--- src/hdl/lavm_pkg.sv ---
// Shared types and arithmetic helpers for the look-at view matrix block.
`default_nettype none
package lavm_pkg;

  localparam int UnitOne = 16384;

  typedef struct packed {
    logic signed [31:0] eye_x;
    logic signed [31:0] eye_y;
    logic signed [31:0] eye_z;
    logic signed [31:0] aim_x;
    logic signed [31:0] aim_y;
    logic signed [31:0] aim_z;
    logic signed [31:0] sky_x;
    logic signed [31:0] sky_y;
    logic signed [31:0] sky_z;
  } lavm_in_t;

  typedef struct packed {
    logic [1:0]         row_index;
    logic signed [15:0] axis_x;
    logic signed [15:0] axis_y;
    logic signed [15:0] axis_z;
    logic signed [31:0] offset;
    logic               last_row;
    logic               degenerate;
  } lavm_out_t;

  // Queued job: eye, forward difference at full width, and sky.
  typedef struct packed {
    logic signed [31:0] eye_x;
    logic signed [31:0] eye_y;
    logic signed [31:0] eye_z;
    logic signed [33:0] dif_x;
    logic signed [33:0] dif_y;
    logic signed [33:0] dif_z;
    logic signed [31:0] sky_x;
    logic signed [31:0] sky_y;
    logic signed [31:0] sky_z;
  } lavm_job_t;

  // Result of one pass through the normalising unit.
  typedef struct packed {
    logic               done;
    logic               ok;
    logic signed [15:0] u_x;
    logic signed [15:0] u_y;
    logic signed [15:0] u_z;
  } lavm_unit_res_t;

  // One component of a cross product of Q1.14 vectors: a1*b2 - a2*b1.
  function automatic logic signed [33:0] cross_term(input logic signed [15:0] a1,
                                                    input logic signed [15:0] b2,
                                                    input logic signed [15:0] a2,
                                                    input logic signed [15:0] b1);
    logic signed [33:0] p1;
    logic signed [33:0] p2;
    p1 = 34'(a1 * b2);
    p2 = 34'(a2 * b1);
    return p1 - p2;
  endfunction

  // Q2.28 to Q1.14, rounding half away from zero, clamped to +-1.0.
  function automatic logic signed [15:0] up_round(input logic signed [33:0] v);
    logic [33:0] mag;
    logic [19:0] m2;
    mag = v[33] ? 34'(-v) : 34'(v);
    m2  = 20'((mag + 34'd8192) >> 14);
    if (m2 > 20'(UnitOne)) begin
      m2 = 20'(UnitOne);
    end
    return v[33] ? 16'(-$signed({1'b0, m2[14:0]})) : 16'({1'b0, m2[14:0]});
  endfunction

endpackage
`default_nettype wire

--- src/hdl/lavm_front.sv ---
// Front end: accepts input words, forms the forward difference and queues jobs.
`default_nettype none
module lavm_front (
  input  wire logic                clk,
  input  wire logic                rst_n,
  input  wire logic                start,
  output logic                     busy,
  input  wire lavm_pkg::lavm_in_t  in_item,
  output logic                     head_valid,
  output lavm_pkg::lavm_job_t      head,
  input  wire logic                pop
);

  lavm_pkg::lavm_job_t q_r [2];
  logic                wr_ptr_r, wr_ptr_nxt;
  logic                rd_ptr_r, rd_ptr_nxt;
  logic [1:0]          cnt_r, cnt_nxt;
  logic                push;
  lavm_pkg::lavm_job_t job;

  assign busy       = (cnt_r == 2'd2);
  assign head_valid = (cnt_r != 2'd0);
  assign head       = q_r[rd_ptr_r];
  assign push       = start && !busy;

  always_comb begin
    job.eye_x = in_item.eye_x;
    job.eye_y = in_item.eye_y;
    job.eye_z = in_item.eye_z;
    // The difference is taken two bits wider than the inputs so it never wraps.
    job.dif_x = 34'($signed(in_item.aim_x)) - 34'($signed(in_item.eye_x));
    job.dif_y = 34'($signed(in_item.aim_y)) - 34'($signed(in_item.eye_y));
    job.dif_z = 34'($signed(in_item.aim_z)) - 34'($signed(in_item.eye_z));
    job.sky_x = in_item.sky_x;
    job.sky_y = in_item.sky_y;
    job.sky_z = in_item.sky_z;
  end

  always_comb begin
    wr_ptr_nxt = push ? !wr_ptr_r : wr_ptr_r;
    rd_ptr_nxt = pop ? !rd_ptr_r : rd_ptr_r;
    cnt_nxt    = cnt_r;
    if (push && !pop) begin
      cnt_nxt = cnt_r + 2'd1;
    end else if (pop && !push) begin
      cnt_nxt = cnt_r - 2'd1;
    end
  end

  always_ff @(posedge clk) begin
    if (!rst_n) begin
      wr_ptr_r <= 1'b0;
      rd_ptr_r <= 1'b0;
      cnt_r    <= 2'd0;
    end else begin
      wr_ptr_r <= wr_ptr_nxt;
      rd_ptr_r <= rd_ptr_nxt;
      cnt_r    <= cnt_nxt;
    end
  end

  always_ff @(posedge clk) begin
    if (push) begin
      q_r[wr_ptr_r] <= job;
    end
  end

endmodule
`default_nettype wire

--- config.mk ---
export PLATFORM = sky130hd
export DESIGN_NAME = lavm_front
export DESIGN_NICKNAME = d
export VERILOG_FILES = /design/src/hdl/lavm_pkg.sv /design/src/hdl/lavm_front.sv
export SDC_FILE = /design/constraint.sdc
export NUM_CORES = 1
export LEC_CHECK = 0
export BUFFER_PORTS_ARGS = -buffer_cell sky130_fd_sc_hd__buf_2
export CAP_MARGIN = 20
export CORE_MARGIN = 5
export CORE_UTILIZATION = 35
export CTS_CLUSTER_SIZE = 16
export DETAILED_ROUTE_END_ITERATION = 12
export MAX_ROUTING_LAYER = met4
export SLEW_MARGIN = 10
export SYNTH_ARGS = -nofsm -noshare
export SYNTH_HDL_FRONTEND = slang
export SYNTH_SLANG_ARGS = --single-unit
--- constraint.sdc ---
create_clock -name clk -period 47.7 [get_ports clk]
set_clock_uncertainty 0.2 [all_clocks]
set_input_delay 9.54 -clock clk [delete_from_list [all_inputs] [get_ports clk]]
set_output_delay 9.54 -clock clk [all_outputs]
set_load 0.01 [all_outputs]
After elaboration in Yosys (flattened, before gate mapping)
Memory sizes are Yosys's and may differ from the RTL's. A register that Yosys moved wholly into a read port is not among the register bits.
Cells that the tools add are included.
{"block": "totals", "ramBits": 588, "inputBits": 292, "output_inout_bits": 296, "memories": 1, "mem_bits_ro": 0, "latchBits": 0, "wordCells": 26, "regBits": 4}
{"name": "q_r", "depth": 2, "word_bits": 294, "read_ports": 1, "rd_ports_with_merged_regs": 1, "write_ports": 1, "line_no": "lavm_front.sv:14", "rtl": "lavm_pkg::lavm_job_t q_r [2];"}
{"block": "classes", "n_eq_ne": 1, "reduce_logical": 10, "addsub": 5, "mux": 6, "shift": 0, "n_mul": 0, "div_mod_pow": 0, "bitwise_logic": 0, "magnitude_cmp": 0}
{"op": "$sub A32 B32 Y33", "count": 3}
{"op": "$logic_not A1 Y1", "count": 5}
{"op": "$mux W1", "count": 4}
{"op": "$mux W2", "count": 2}
{"op": "$reduce_bool A2 Y1", "count": 2}
{"op": "$logic_and A1 B1 Y1", "count": 3}
{"op": "$add A2 B1 Y2 const B", "count": 1}
{"op": "$eq A2 B2 Y1 const B", "count": 1}
{"op": "$sub A2 B1 Y2 const B", "count": 1}

Logic depth before layout (Yosys ltp)
Gate-level depths: netlist of run 1.
{"block": "logic_depth", "ltp_word": 7, "depth_mapped": 11, "ltp_nobuf": 11}

Least setup slack after synthesis of run 1
Ideal clock, no wire load.
{"block": "synth_timing", "kind": "input to register", "start": "in start", "end": "reg wr_ptr_r", "n_path_buf": 0, "path_stages": 3, "path_slack_ps": 24800, "arrival_ps": 22585, "cell_sequence": "nand2_1 -> nor2_1 -> o21a_1"}
{"block": "synth_between", "elab_chain_cells": 1}
{"item": "start: declaration", "line_no": "lavm_front.sv:6", "rtl": "input wire logic start,"}
{"item": "$logic_and A1 B1 Y1", "line_no": "lavm_front.sv:24", "rtl": "assign push = start && !busy;"}
{"item": "end signal: assignment", "line_no": "lavm_front.sv:56", "rtl": "wr_ptr_r <= wr_ptr_nxt;"}
{"item": "end: declaration", "line_no": "lavm_front.sv:15", "rtl": "logic wr_ptr_r, wr_ptr_nxt;"}
No other way between the ends.
A chain may end at the register's enable or synchronous reset.

==> flow_metrics.tcl, run 1 <==
set metrics [dict create \
    reg2reg_from "cnt_r[0]" \
    cts_resized 0 \
    crit_required_ns 37.96 \
    yosys.area.top_type "edfxtp_1" \
    design_area_mm2 0.0328 \
    synthTopCellsByArea "edfxtp_1 (66%), mux2_2 (12%), ha_1 (4.6%), inv_1 (1.8%), xnor2_1 (1.5%)" \
    yosysWarningCount 0 \
    num_rows 100 \
    ant_nets 0 \
    hold_depth 2 \
    cts_setup_buffers 0 \
    cts_buffers 69 \
    status "complete, no violations" \
    syn_inst 1742 \
    ys_seq_area_share_pct 66.5 \
    wl_per_cell_um 20.2 \
    holdWs_ns 0.354 \
    avgSynthCellArea_um2 15.2 \
    max_freq_mhz 73.9 \
    routed_wl_mm 68.5 \
    synth.top_cell.area_share_pct 66.1 \
    end_kind "output pin" \
    clockBufferDepth 3 \
    grt_pass1_vias 17500 \
    yosysUniqueCellTypes 63 \
    syn_nets 2134 \
    hold_violations 0 \
    ir_drop_mv 0.0306 \
    worst_pin_slew_ns 1.15 \
    power.density_mw_per_mm2 43.6 \
    drive_above_1_share_pct 41.4 \
    via_count 16700 \
    cp_common_cell "buf_4" \
    fillCellCount 6784 \
    nets 2744 \
    yosys_register_bits 587 \
    crit_fanout 71 \
    design.core.area_mm2 0.0747 \
    reg2reg_setup_slack_ns 43.43 \
    antenna_found_initial 15 \
    timing_worst_setup_path_type "register to output pin" \
    cts.reportedPaths.clkPinSlew_ns 0.06 \
    ctsRootBufferMaster "clkbuf_16" \
    dr.pass1.iters 5 \
    critPathSlowestCell "buf_4" \
    leakage_uw 0.0130 \
    hold_start "cnt_r[1]" \
    setup_viol 0 \
    grt_pass1_wl_mm 102 \
    fp.dieH_um 285 \
    synth_ff_type "edfxtp_1" \
    synthArstFlopShare_pct 0 \
    min_path_type "register to register" \
    fin_crit_sh_pct 28.4 \
    die-area_mm2 0.0812 \
    grt_overflow 0 \
    slowest_delay_ns 0.89 \
    start_util_pct 35.4 \
    maxCapViolCount 0 \
    synth_edf_count 582 \
    drt_iter0_markers 804 \
    worstSetupStartpointType "register" \
    grt_use_total_pct 16.4 \
    rr_endpoint "q_r[0][245]" \
    rsz0062_at_grt "false" \
    period_minus_slack_ns 13.54 \
    slew_headroom_pct 23.1 \
    port_buffers 587 \
    chipWidth_um 285 \
    cts_max_level 3 \
    tns_ns 0 \
    viasPerCell 4.92 \
    rr_worst_depth 6 \
    syn2layout_area_growth_pct 23.8 \
    clock-sinks 587 \
    hold_buffers 0 \
    grt_max_degree 167 \
    slew_violations 0 \
    whs_endpoint "cnt_r[1]" \
    dpl_cell_area_mm2 0.0305 \
    place.gp.congestion 0.883 \
    syn_area_mm2 0.0264 \
    drc 0 \
    insertion_delay_ns 0.59 \
    ios 588 \
    crit_chain "buf_4, buf_4, mux2_2, buf_2" \
    hpwl_mm 49.6 \
    arrival_ns 3.80 \
    cts_tree "built" \
]
## critical path: cells and delay by family, from the launching register on
kind	cells	cell delay [ns]
buffers and inverters	3	1.83
flip-flops	1	0.79
multiplexers	1	0.45
## cell usage after synthesis (16+ instances only)
| master | n |
|---|---|
| xor2_1 | 39 |
| xnor2_1 | 46 |
| nand2_1 | 70 |
| a21oi_1 | 78 |
| nor2_1 | 45 |
| nand3_1 | 19 |
| o21a_1 | 16 |
| mux2_2 | 291 |
| o21ai_0 | 48 |
| ha_1 | 97 |
| clkbuf_1 | 53 |
| edfxtp_1 | 582 |
| inv_1 | 125 |
| a21o_1 | 48 |
## worst max path at each step
stage,to,slack (ns)
6_report,head[135],34.16
5_1_grt,head[135],33.93
4_1_cts,head[135],34.06
3_5_place_dp,q_r[0][258],34.30
3_3_place_gp,q_r[0][155],34.42
2_1_floorplan,wr_ptr_r,24.80
## stage by stage
stage	worst slack, ns	util, %	instances	power, µW
after CTS	34.06	43.8	3377	1450
after global placement	34.42	40.8	3250	924
after floorplan	24.80	-	1742	843
final	34.16	43.8	3392	1430
after detailed placement	34.30	40.8	3250	931
after global routing	33.93	43.8	3390	1500
## kinds of logic after synthesis
| group | after synthesis | synth area share [%] |
|---|---|---|
| AO/OA/AOI/OAI | 282 | 6.94 |
| XOR/XNOR | 85 | 2.81 |
| adder cells (fa/ha/maj) | 100 | 4.82 |
| buffers and inverters | 182 | 2.63 |
| flip-flops | 587 | 66.5 |
| multiplexers | 293 | 12.5 |
| AND/OR/NAND/NOR | 213 | 3.88 |
## report_power, final
part	internal, µW	switching, µW
combinational	106	155
clock	299	213
sequential	642	13.0
## cell usage in the layout, fill, tap and decap left out, types with 5 or more instances in the layout
cell / instances
edfxtp_1: 582
and2_1: 8
o21ai_0: 48
nand2_1: 70
ha_1: 97
clkinv_2: 8
clkbuf_16: 71
o21a_1: 16
nand2b_1: 8
nor3_1: 13
a31oi_1: 15
buf_4: 7
a21oi_1: 78
diode_2: 15
clkinv_4: 8
a211oi_1: 5
and3_1: 9
buf_2: 587
xnor2_1: 46
o31ai_1: 5
inv_1: 125
nor2b_1: 12
or3_1: 5
nor2_1: 44
o21bai_1: 5
o211ai_1: 8
clkbuf_1: 16
clkinv_1: 12
nand4_1: 11
o21ai_1: 5
a21o_1: 48
xor2_1: 39
nand3_1: 19
mux2_2: 291
## flip-flops by register name, summed over array words and instances, names as in the netlist, named ones only
register and cells:
rd_ptr_r 1, q_r 582, wr_ptr_r 1, cnt_r 2
## layout make-up
| type | instances | area [µm²] | share of cell area, % |
|---|---|---|---|
| clock inverters | 40 | 394 | 1.20 |
| well taps | 969 | 1210 | 3.70 |
| clock buffers | 87 | 1840 | 5.61 |
| diodes | 15 | 37.5 | 0.115 |
| flip-flops and latches | 587 | 17600 | 53.7 |
| inverters | 125 | 469 | 1.43 |
| repair buffers | 596 | 3030 | 9.25 |
| multi-input cells | 973 | 8190 | 25.0 |
## metal layers
layer	share of wire, %	up-vias	GRT usage (%)
li1	-	7870	-
met1	41	8209	19.1
met2	50	536	27.9
met3	7.0	90	4.80
met4	2.3	0	4.63
met5	0	-	-
Power figures use the tool's default switching activity.
==> run 2: changes to the inputs <==
==> constraint.sdc (replaced) <==
create_clock -name clk -period 12.5 [get_ports clk]
set_clock_uncertainty 0.2 [all_clocks]
set_input_delay 2.5 -clock clk [delete_from_list [all_inputs] [get_ports clk]]
set_output_delay 2.5 -clock clk [all_outputs]
set_load 0.01 [all_outputs]
==> flow_metrics.tcl, run 2 (synthesis results as in run 1) <==
set metrics [dict create \
    status "complete, no violations" \
    largest_register_ffs 582 \
    worst_pin_slew_ns 1.19 \
    fp.dieH_um 285 \
    grt_overflow 0 \
    clock-sinks 587 \
    dpl_cell_area_mm2 0.0305 \
    hold_buffers 0 \
    grt_use_total_pct 16.6 \
    crit_fanout 162 \
    port_buffers 587 \
    design_area_mm2 0.0327 \
    grt_max_degree 163 \
    critPathSlowestCell "dfxtp_4" \
    final_common_cell "buf_2" \
    ctsRootBufferMaster "clkbuf_16" \
    slowest_delay_ns 0.94 \
    slew_violations 0 \
    period_minus_slack_ns 5.89 \
    grt_pass1_wl_mm 103 \
    power_uw 5470 \
    wl_per_cell_um 20.3 \
    min_path_type "register to register" \
    largestRegisters "q_r (582), cnt_r (2)" \
    chipWidth_um 285 \
    end_kind "output pin" \
    cts_setup_buffers 0 \
    path_buf_inv 2 \
    tns_ns 0 \
    fin_crit_sh_pct 47.1 \
    top_register "q_r" \
    cts_resized 0 \
    start_util_pct 35.4 \
    cts_max_level 3 \
    crit_required_ns 9.80 \
    cpLargestDelayFamily "flip-flops" \
    cts_tree "built" \
    viasPerCell 4.89 \
    leakage_uw 0.0130 \
    dpl_worst_slack_ns 6.52 \
    hold_violations 0 \
    ir_drop_mv 0.133 \
    power.density_mw_per_mm2 167 \
    cts_buffers 68 \
    postLayoutSetupSlackWorst_ns 6.61 \
    max_freq_mhz 170 \
    num_rows 100 \
    drt_iter0_markers 921 \
    ios 588 \
    cts.reportedPaths.clkPinSlew_ns 0.06 \
    drive_above_1_share_pct 41.5 \
    slew_headroom_pct 20.5 \
    design.core.area_mm2 0.0747 \
    nets 2746 \
    clockBufferDepth 3 \
    place.gp.congestion 0.893 \
    routed_wl_mm 68.8 \
    ant_nets 0 \
    antenna_found_initial 12 \
    crit_chain "buf_12, mux2_2, buf_2" \
    arrival_ns 3.19 \
    worstSetupStartpointType "register" \
    dr.pass1.iters 4 \
    final_cell_mix "buf_2 (587), edfxtp_1 (582), mux2_2 (291), inv_1 (125), ha_1 (97)" \
    grt_pass1_vias 17400 \
    hpwl_mm 50.5 \
    timing_worst_setup_path_type "register to output pin" \
    insertion_delay_ns 0.59 \
    die-area_mm2 0.0812 \
    drc 0 \
    via_count 16600 \
    setup_viol 0 \
    maxCapViolCount 0 \
    syn2layout_area_growth_pct 23.8 \
    rsz0062_at_grt "false" \
]
-- run 2: layout make-up --
class                   count  area (µm²)
multi-input cells         973        8190
clock buffers              80        1770
fillers                  6759       42000
diodes                     11        27.5
flip-flops and latches    587       17600
clock inverters            41         455
inverters                 125         469
well taps                 969        1210
repair buffers            599        3040
-- run 2: power by group --
part	leakage, µW	internal, µW	switching (µW)
registers	0.00547	2450	50.8
logic	0.00644	406	598
clock network	0.00108	1170	796
total	0.0130	4020	1440
-- run 2: path summary, 6_finish.rpt --
| path | startpoint | endpoint | slack, ns | depth (start not counted) |
|---|---|---|---|---|
| setup / recovery | register | head[149] | 6.61 | 3 |
| hold / removal | cnt_r[1] | cnt_r[1] | 0.32 | 2 |
| setup reg to reg | cnt_r[0] | q_r[1][246] | 8.53 | 5 |
| hold reg to reg | cnt_r[1] | cnt_r[1] | 0.32 | 2 |
-- run 2: routing by layer --
layer  up-vias  global-route usage (%)  part of all wire [%]  routed length [µm]
met4         0                    4.40                   2.3                1550
met5         -                       -                     0                   0
met1      8104                    19.4                    40               27600
met2       497                    28.4                    50               34600
li1       7858                       -                     -                   -
met3       103                    4.84                   7.3                5020
-- run 2: through the flow --
stage	instances	hold slack (ns)	utilization (%)
final	3385	0.324	43.8
after detailed placement	3253	0.324	40.8
after CTS	3374	0.328	43.8
after global placement	3253	0.286	40.8
after floorplan	1742	0.273	-
after global routing	3383	0.354	43.8
-- run 2: worst min-delay path, delay by kind of cell (launching register included) --
kind / cells / cell delay (ns)
AOI/OAI and AO/OA: 2 / 0.15
DFF: 1 / 0.32
==> run 3: changes to the inputs <==
==> constraint.sdc (replaced) <==
create_clock -name clk -period 4.75 [get_ports clk]
set_clock_uncertainty 0.2 [all_clocks]
set_input_delay 0.95 -clock clk [delete_from_list [all_inputs] [get_ports clk]]
set_output_delay 0.95 -clock clk [all_outputs]
set_load 0.01 [all_outputs]
==> flow_metrics.tcl, run 3 (synthesis results as in run 1) <==
set metrics [dict create \
    status "complete, no violations" \
    wl_per_cell_um 20.3 \
    place_inst 3271 \
    drive_above_1_share_pct 42.1 \
    worstSetupStartpointType "register" \
    arrival_ns 2.60 \
    viasPerCell 4.90 \
    port_buffers 587 \
    dpl_worst_slack_ns 0.660 \
    drt_iter0_markers 1020 \
    grt_overflow 0 \
    hold_violations 0 \
    cts_buffers 68 \
    slew_violations 0 \
    nets 2764 \
    via_count 16700 \
    period_minus_slack_ns 3.75 \
    grt_use_total_pct 16.7 \
    crit_required_ns 3.60 \
    fin_crit_sh_pct 78.9 \
    path_buf_inv 2 \
    tns_ns 0 \
    instances_no_fill 3411 \
    routed_wl_mm 69.4 \
    regArea_mm2 0.0176 \
    die-area_mm2 0.0812 \
    postLayoutSetupSlackWorst_ns 1.00 \
    place.gp.congestion 0.896 \
    largestRegisters "q_r (582), cnt_r (2)" \
    grt_max_degree 102 \
    drc 0 \
    crit_fanout 47 \
    syn2layout_area_growth_pct 24.8 \
    design.core.area_mm2 0.0747 \
    max_freq_mhz 267 \
    cts_resized 0 \
    ant_nets 0 \
    slew_headroom_pct 36.5 \
    clockBufferDepth 3 \
    grt_pass1_wl_mm 103 \
    crit_chain "buf_4, mux2_2, buf_2" \
    clock-sinks 587 \
    ctsRootBufferMaster "clkbuf_16" \
    hold_buffers 0 \
    chipWidth_um 285 \
    rsz0062_at_grt "false" \
    critPathSlowestCell "dfxtp_4" \
    fp.dieH_um 285 \
    fillCellCount 6775 \
    cts_tree "built" \
    min_path_type "register to register" \
    reg2reg_setup_slack_ns 2.23 \
    start_util_pct 35.4 \
    grt_pass1_vias 17400 \
    antenna_found_initial 15 \
    leakage_uw 0.0131 \
    slowest_delay_ns 0.98 \
    timing_worst_setup_path_type "register to output pin" \
    cpLargestDelayFamily "flip-flops" \
    ios 588 \
    top_register "q_r" \
    cts_max_level 3 \
    insertion_delay_ns 0.60 \
    cts_setup_buffers 0 \
    power.density_mw_per_mm2 435 \
    setup_viol 0 \
    dr.pass1.iters 4 \
    end_kind "output pin" \
    power_uw 14400 \
    maxCapViolCount 0 \
    num_rows 100 \
    worst_pin_slew_ns 0.952 \
    final_common_cell "buf_2" \
    multiInputGateArea_mm2 0.00821 \
    holdWs_ns 0.327 \
    hpwl_mm 51.9 \
    final_cell_mix "buf_2 (587), edfxtp_1 (582), mux2_2 (291), inv_1 (125), ha_1 (97)" \
    largest_register_ffs 582 \
    cts.reportedPaths.clkPinSlew_ns 0.06 \
    ir_drop_mv 0.303 \
]
==> run 3: cell count changes in the layout (fill, tap and decap cells not counted), moves of 2 or more <==
cell,before,now
buf_12,1,12
buf_4,11,18
bufinv_16,7,5
clkinv_2,13,17
clkinv_4,0,2
diode_2,11,15
inv_16,1,3
==> run 3: power by group <==
part	internal (µW)	switching (µW)
combinational	1120	1580
sequential	6440	135
clock	2980	2110
total	10500	3820
==> run 3: through the flow <==
step / instance area [µm²] / utilization, %
after floorplan: 26500 / -
after CTS: 33000 / 44.2
after global routing: 33000 / 44.2
after global placement: 30800 / 41.2
final: 33000 / 44.2
after detailed placement: 30800 / 41.2
==> run 3: worst paths after layout <==
| kind | start | endpoint | cells after the start |
|---|---|---|---|
| worst max-delay path | register | head[286] | 3 |
| worst min-delay path | cnt_r[1] | cnt_r[1] | 2 |
| worst max register to register | cnt_r[0] | q_r[1][193] | 3 |
| worst min register to register | cnt_r[1] | cnt_r[1] | 2 |
==> run 3: per-layer routing <==
layer	wire, µm	vias up	global-route usage [%]
met5	0	-	-
met4	1440	0	4.32
met3	5090	96	4.94
met2	35200	545	28.8
met1	27700	8186	19.1
li1	-	7895	-
==> run 3: worst reg2reg max path, cell delays in order, from the launching register on <==
cell and delay, ns:
dfxtp_1 0.39, nand2b_1 0.30, and3_4 0.58, buf_4 0.61
==> run 3: final cells by class <==
cell class,count,area share [%]
Timing Repair Buffer,617,10.0
Tap cell,969,3.67
Clock inverter,45,1.30
Inverter,125,1.42
Clock buffer,80,5.35
Sequential cell,587,53.2
Antenna cell,15,0.114
Multi-Input combinational cell,973,24.9
